`src/hdl/rme_pkg.sv`:
```
package rme_pkg;

   localparam int CAPACITY = 256;
   localparam int IDX_W = $clog2(CAPACITY + 1);
   localparam int DATA_W = 32;
   localparam int MID_POS = (CAPACITY - 1) / 2;
   localparam logic [IDX_W-1:0] MID_INDEX = IDX_W'(MID_POS);

   localparam logic [1:0] CMD_INSERT = 2'd0;
   localparam logic [1:0] CMD_TAKE = 2'd1;
   localparam logic [1:0] CMD_CLEAR = 2'd2;

   localparam logic [1:0] ST_OK = 2'd0;
   localparam logic [1:0] ST_EMPTY = 2'd1;
   localparam logic [1:0] ST_FULL = 2'd2;

   typedef enum logic [2:0] {
      OP_HOLD,
      OP_INSERT_UP,
      OP_INSERT_DOWN,
      OP_TAKE_UP,
      OP_TAKE_DOWN
   } op_type;

   typedef struct packed {
      op_type op;
      logic signed [DATA_W-1:0] value;
      logic [IDX_W-1:0] lo;
      logic [IDX_W-1:0] hi;
      logic [IDX_W-1:0] slot;
   } cell_ctl_type;

   typedef struct packed {
      logic gt;
      logic le;
   } cell_flags_type;

endpackage

```
`src/hdl/rme_cell.sv`:
```
module rme_cell (
   input  logic                                  clock,
   input  rme_pkg::cell_ctl_type                 ctl,
   input  logic [rme_pkg::IDX_W-1:0]             cell_index,
   input  logic signed [rme_pkg::DATA_W-1:0]     left_data,
   input  rme_pkg::cell_flags_type               left_flags,
   input  logic signed [rme_pkg::DATA_W-1:0]     right_data,
   input  rme_pkg::cell_flags_type               right_flags,
   output logic signed [rme_pkg::DATA_W-1:0]     data_out,
   output rme_pkg::cell_flags_type               flags_out
);
   import rme_pkg::*;

   logic signed [DATA_W-1:0] data_ff;
   logic signed [DATA_W-1:0] data_in;
   logic in_range;
   logic above;

   assign in_range = (cell_index >= ctl.lo) && (cell_index <= ctl.hi);
   assign above = data_ff > ctl.value;
   assign flags_out.gt = in_range && above;
   assign flags_out.le = in_range && !above;
   assign data_out = data_ff;

   always_comb begin
      data_in = data_ff;
      case (ctl.op)
         OP_INSERT_UP: begin
            if (left_flags.gt) begin
               data_in = left_data;
            end else if (flags_out.gt || (cell_index == ctl.slot)) begin
               data_in = ctl.value;
            end
         end
         OP_INSERT_DOWN: begin
            if (right_flags.le) begin
               data_in = right_data;
            end else if (flags_out.le || (cell_index == ctl.slot)) begin
               data_in = ctl.value;
            end
         end
         OP_TAKE_UP: begin
            if ((cell_index > ctl.lo) && (cell_index <= MID_INDEX)) begin
               data_in = left_data;
            end
         end
         OP_TAKE_DOWN: begin
            if ((cell_index >= MID_INDEX) && (cell_index < ctl.hi)) begin
               data_in = right_data;
            end
         end
         default: data_in = data_ff;
      endcase
   end

   always_ff @(posedge clock) begin
      data_ff <= data_in;
   end

endmodule

```
`config.mk`:
```
export PLATFORM = sky130hd
export DESIGN_NAME = rme_cell
export DESIGN_NICKNAME = d
export VERILOG_FILES = /design/src/hdl/rme_pkg.sv /design/src/hdl/rme_cell.sv
export SDC_FILE = /design/constraint.sdc
export NUM_CORES = 1
export LEC_CHECK = 0
export ABC_CLOCK_PERIOD_IN_PS = 3900
export BUFFER_PORTS_ARGS = -buffer_cell sky130_fd_sc_hd__buf_2
export CAP_MARGIN = 20
export CORE_UTILIZATION = 41
export CTS_CLUSTER_SIZE = 40
export DETAILED_ROUTE_END_ITERATION = 10
export PLACE_DENSITY = 0.8
export SYNTH_ARGS = -nofsm -noshare
export SYNTH_HDL_FRONTEND = slang
export SYNTH_SLANG_ARGS = --single-unit
```
`constraint.sdc`:
```
create_clock -name clock -period 3.9 [get_ports clock]
set_clock_uncertainty 0.15 [all_clocks]
set_input_delay 0.585 -clock clock [delete_from_list [all_inputs] [get_ports clock]]
set_output_delay 0.585 -clock clock [all_outputs]
set_load 0.1 [all_outputs]
```
==> metrics.json <==
{
  "synthesis.area_um2": 3099,
  "weighted_congestion_at_the_end_of_routability_driven_global_placement": 0.8471,
  "gr-usage-all-layers_pct": 22.32,
  "finish.net_count": 698,
  "post_synth_and_or_nand_nor_area_fraction_pct": 13.77,
  "worst-slew-pin-transition_ns": 0.6564,
  "grt_first_pass_wirelength_mm": 13.59,
  "post_synth_main_area_contributors": "edfxtp_1, ha_1, a222oi_1",
  "maximum_number_of_buffers_from_clock_root_to_sink": 2,
  "status": "finished clean",
  "grt_most_used_layer": "met2",
  "synth_top_cells_by_count": "inv_1, ha_1, a222oi_1, edfxtp_1, a21oi_1",
  "portBuffers": 171,
  "ff2ff_setup_slack_ns": 0.51,
  "io_pins": 174,
  "ir_drop_mv": 0.1875,
  "path_delay_family": "simple AND/OR/NAND/NOR gates",
  "critical_path_buf_inv_count": 2,
  "post_synth_mux_area_share_pct": 0.4845,
  "grt_max_degree": 30,
  "flow.area_growth_from_synthesis_pct": 41.06,
  "timing.critical_path.to_type": "output port",
  "syn-mean-instance-area_um2": 9.279,
  "detailedRoute.firstIterationViolations": 289,
  "globalRoute.totalOverflow": 0,
  "synth_area_leader_cell": "edfxtp_1",
  "post_layout_min_period_ns": 3.634,
  "ys_types": 45,
  "cts_made_buffers": 5,
  "criticalPathCategory": "flop to output port",
  "synth_warnings": 0,
  "initial_utilization_pct": 42.50,
  "hold-path-endpoint": "data_out[22]",
  "critical_path_launch_point_type": "flop",
  "dpl.cell_count": 600,
  "multiInputGateArea_um2": 1928,
  "register_area_um2": 960.9,
  "netlist_instances": 334,
  "timing.critical_path.slowest_stage_cell": "or4_4",
  "route.detailed.vias_per_inst": 5.275,
  "fmaxAchievable_mhz": 275.2,
  "synth-async-reset-ratio_pct": 0,
  "ctsHtreeMaxLevel": 2,
  "drt_pre_antenna_iters": 7,
  "power_per_unit_of_standard_cell_area_nw_per_um2": 313.5,
  "hold_path_depth": 3,
  "critPathMaxStageDelay_ns": 0.59,
  "die_area_um2": 7910,
  "clk_root_buffer_cell": "clkbuf_8",
  "finalMaxSlewViolations": 0,
  "regToRegEndpoint": "data_out[18]",
  "ant_nets": 0,
  "clock_tree_from_tritoncts": "done",
  "period_share_pct": 93.19,
  "routedWlPerCell_um": 14.98,
  "route.vias.total": 3207,
  "die_span_y_um": 88.94,
  "synthMostInstantiatedCell": "inv_1",
  "final_cells": 608,
  "syn-num-nets": 524,
  "crit_path_cell_trace": "ha_4 -> nand4_2 -> or4_4 -> o31ai_4 -> inv_1 -> a211o_1 -> nor3_4 -> buf_12",
  "post_synth_fa_ha_maj_area_fraction_pct": 20.19,
  "global_route.usage.met3_pct": 3.509,
  "post-route-drc-count": 0,
  "total_power_mw": 1.371,
  "post-cts-setup-buffers": 0,
  "worst-path-max-fanout": 3,
  "rsz_0062_raised_after_global_routing": "no",
  "synth_top_family_by_area": "compound AO/OA/AOI/OAI gates",
  "fillCellCount": 673,
  "max_slew_margin_pct": 56.24,
  "post_synthesis_share_of_cell_area_spent_on_xor_and_xnor_gates_pct": 2.543,
  "global_route.usage.met1_pct": 28.31,
  "yosys_register_bits": 32,
  "synth_largest_type_area_fraction_pct": 31.01,
  "min-delay-path-class": "input port to flop",
  "synth_compound_gate_area_share_pct": 20.63,
  "yosys_most_used_dff": "edfxtp_1",
  "met2_usage_pct": 39.58,
  "grt_pass1_vias": 2997,
  "clkTransAtPathRegs_ns": 0.08,
  "hpwl_mm": 7.489,
  "postCtsHoldBufs": 0,
  "proportion_of_layout_cells_with_a_drive_suffix_above_1_pct": 41.06,
  "worst_hold_slack_ns": 0.4301,
  "required_ns": 3.16,
  "sequential_area_share_after_synthesis_pct": 31.01,
  "core_region_um2": 7292,
  "initial_antenna_violation_count": 0,
  "worstSkewPairLatency_ns": 0.29,
  "crit_reg_reg_startpoint": "data_out[19]",
  "hold_start": "right_data[22]",
  "resized_gates_after_cts": 0,
  "die_width_um": 88.94,
  "max_cap_violations": 0,
  "worstRegToRegCells": 9,
  "largest_register_ffs": 32,
  "row_count": 31,
  "synth_edf_count": 32,
  "clock-sinks": 32,
  "antenna_cells_inserted": 0,
  "cellLeakagePower_nw": 2.272,
  "hold_viol_final": 0,
  "worstPathArrival_ns": 2.90,
  "wl_mm": 9.108,
  "setup_viol": 0
}
-- cells in the final DEF (no fill, tap or decap), types with 3 or more instances in the layout --
cell / n
a222oi_1: 32
clkbuf_8: 5
buf_12: 3
buf_2: 169
nor2_1: 10
nand4_1: 6
nor2b_1: 5
nand2_1: 10
nor3_1: 9
xnor2_1: 7
nand3_1: 7
o21ai_1: 5
a21oi_1: 20
ha_4: 8
buf_4: 3
nand2b_1: 3
edfxtp_1: 32
inv_1: 85
ha_1: 42
o21ai_0: 4
nand4_2: 4
-- where the power goes --
group | total (mW) | switching (mW) | internal (mW)
Sequential | 0.442 | 0.0194 | 0.423
Combinational | 0.670 | 0.447 | 0.223
Clock | 0.259 | 0.135 | 0.124
-- worst min-delay path, delay by kind of cell --
family,cells,cell delay [ns]
AO/OA/AOI/OAI,1,0.06
buffers and inverters,2,0.13
-- per-layer routing --
layer / wire length [µm] / up-vias
met4: 110 / 0
met2: 4608 / 109
met5: 0 / -
met3: 494 / 9
met1: 3894 / 1496
li1: - / 1593
-- area by class of cell --
class | count | area share, %
multi-input combinational | 208 | 44.10
sequential | 32 | 21.98
timing repair buffer | 176 | 21.87
inverter | 85 | 7.298
tap | 99 | 2.833
clock buffer | 6 | 1.660
clock inverter | 2 | 0.2576
-- how the worst max path moves through the flow --
stage	from	to	slack, ns	cells past startpoint
6_report	data_out[19]	flags_out[0]	0.27	8
4_1_cts	data_out[19]	flags_out[0]	0.26	8
3_3_place_gp	ctl[44]	data_out[24]	0.28	11
2_1_floorplan	data_out[26]	data_out[0]	-0.54	8
3_5_place_dp	ctl[46]	data_out[22]	0.24	11
5_1_grt	data_out[18]	flags_out[0]	0.16	8
-- cells by family (layout without fill, tap and decap cells) --
| logic type | count (synthesis) | count (layout) |
|---|---|---|
| flip-flops | 32 | 32 |
| buffers and inverters | 94 | 269 |
| AND/OR/NAND/NOR | 67 | 67 |
| AO/OA/AOI/OAI | 81 | 81 |
| adder cells (fa/ha/maj) | 50 | 50 |
| multiplexers | 1 | 1 |
| XOR/XNOR | 9 | 9 |
-- through the flow --
stage	utilization [%]	setup WS [ns]	area [µm²]	TNS (ns)
6_report	59.95	0.2657	4372	0
5_1_grt	59.95	0.1593	4372	0
4_1_cts	59.95	0.2599	4372	0
3_5_place_dp	58.80	0.2367	4288	0
3_3_place_gp	58.42	0.2814	4260	0
2_1_floorplan	-	-0.5431	3226	-17.57
(Power assumes the default switching activity.)
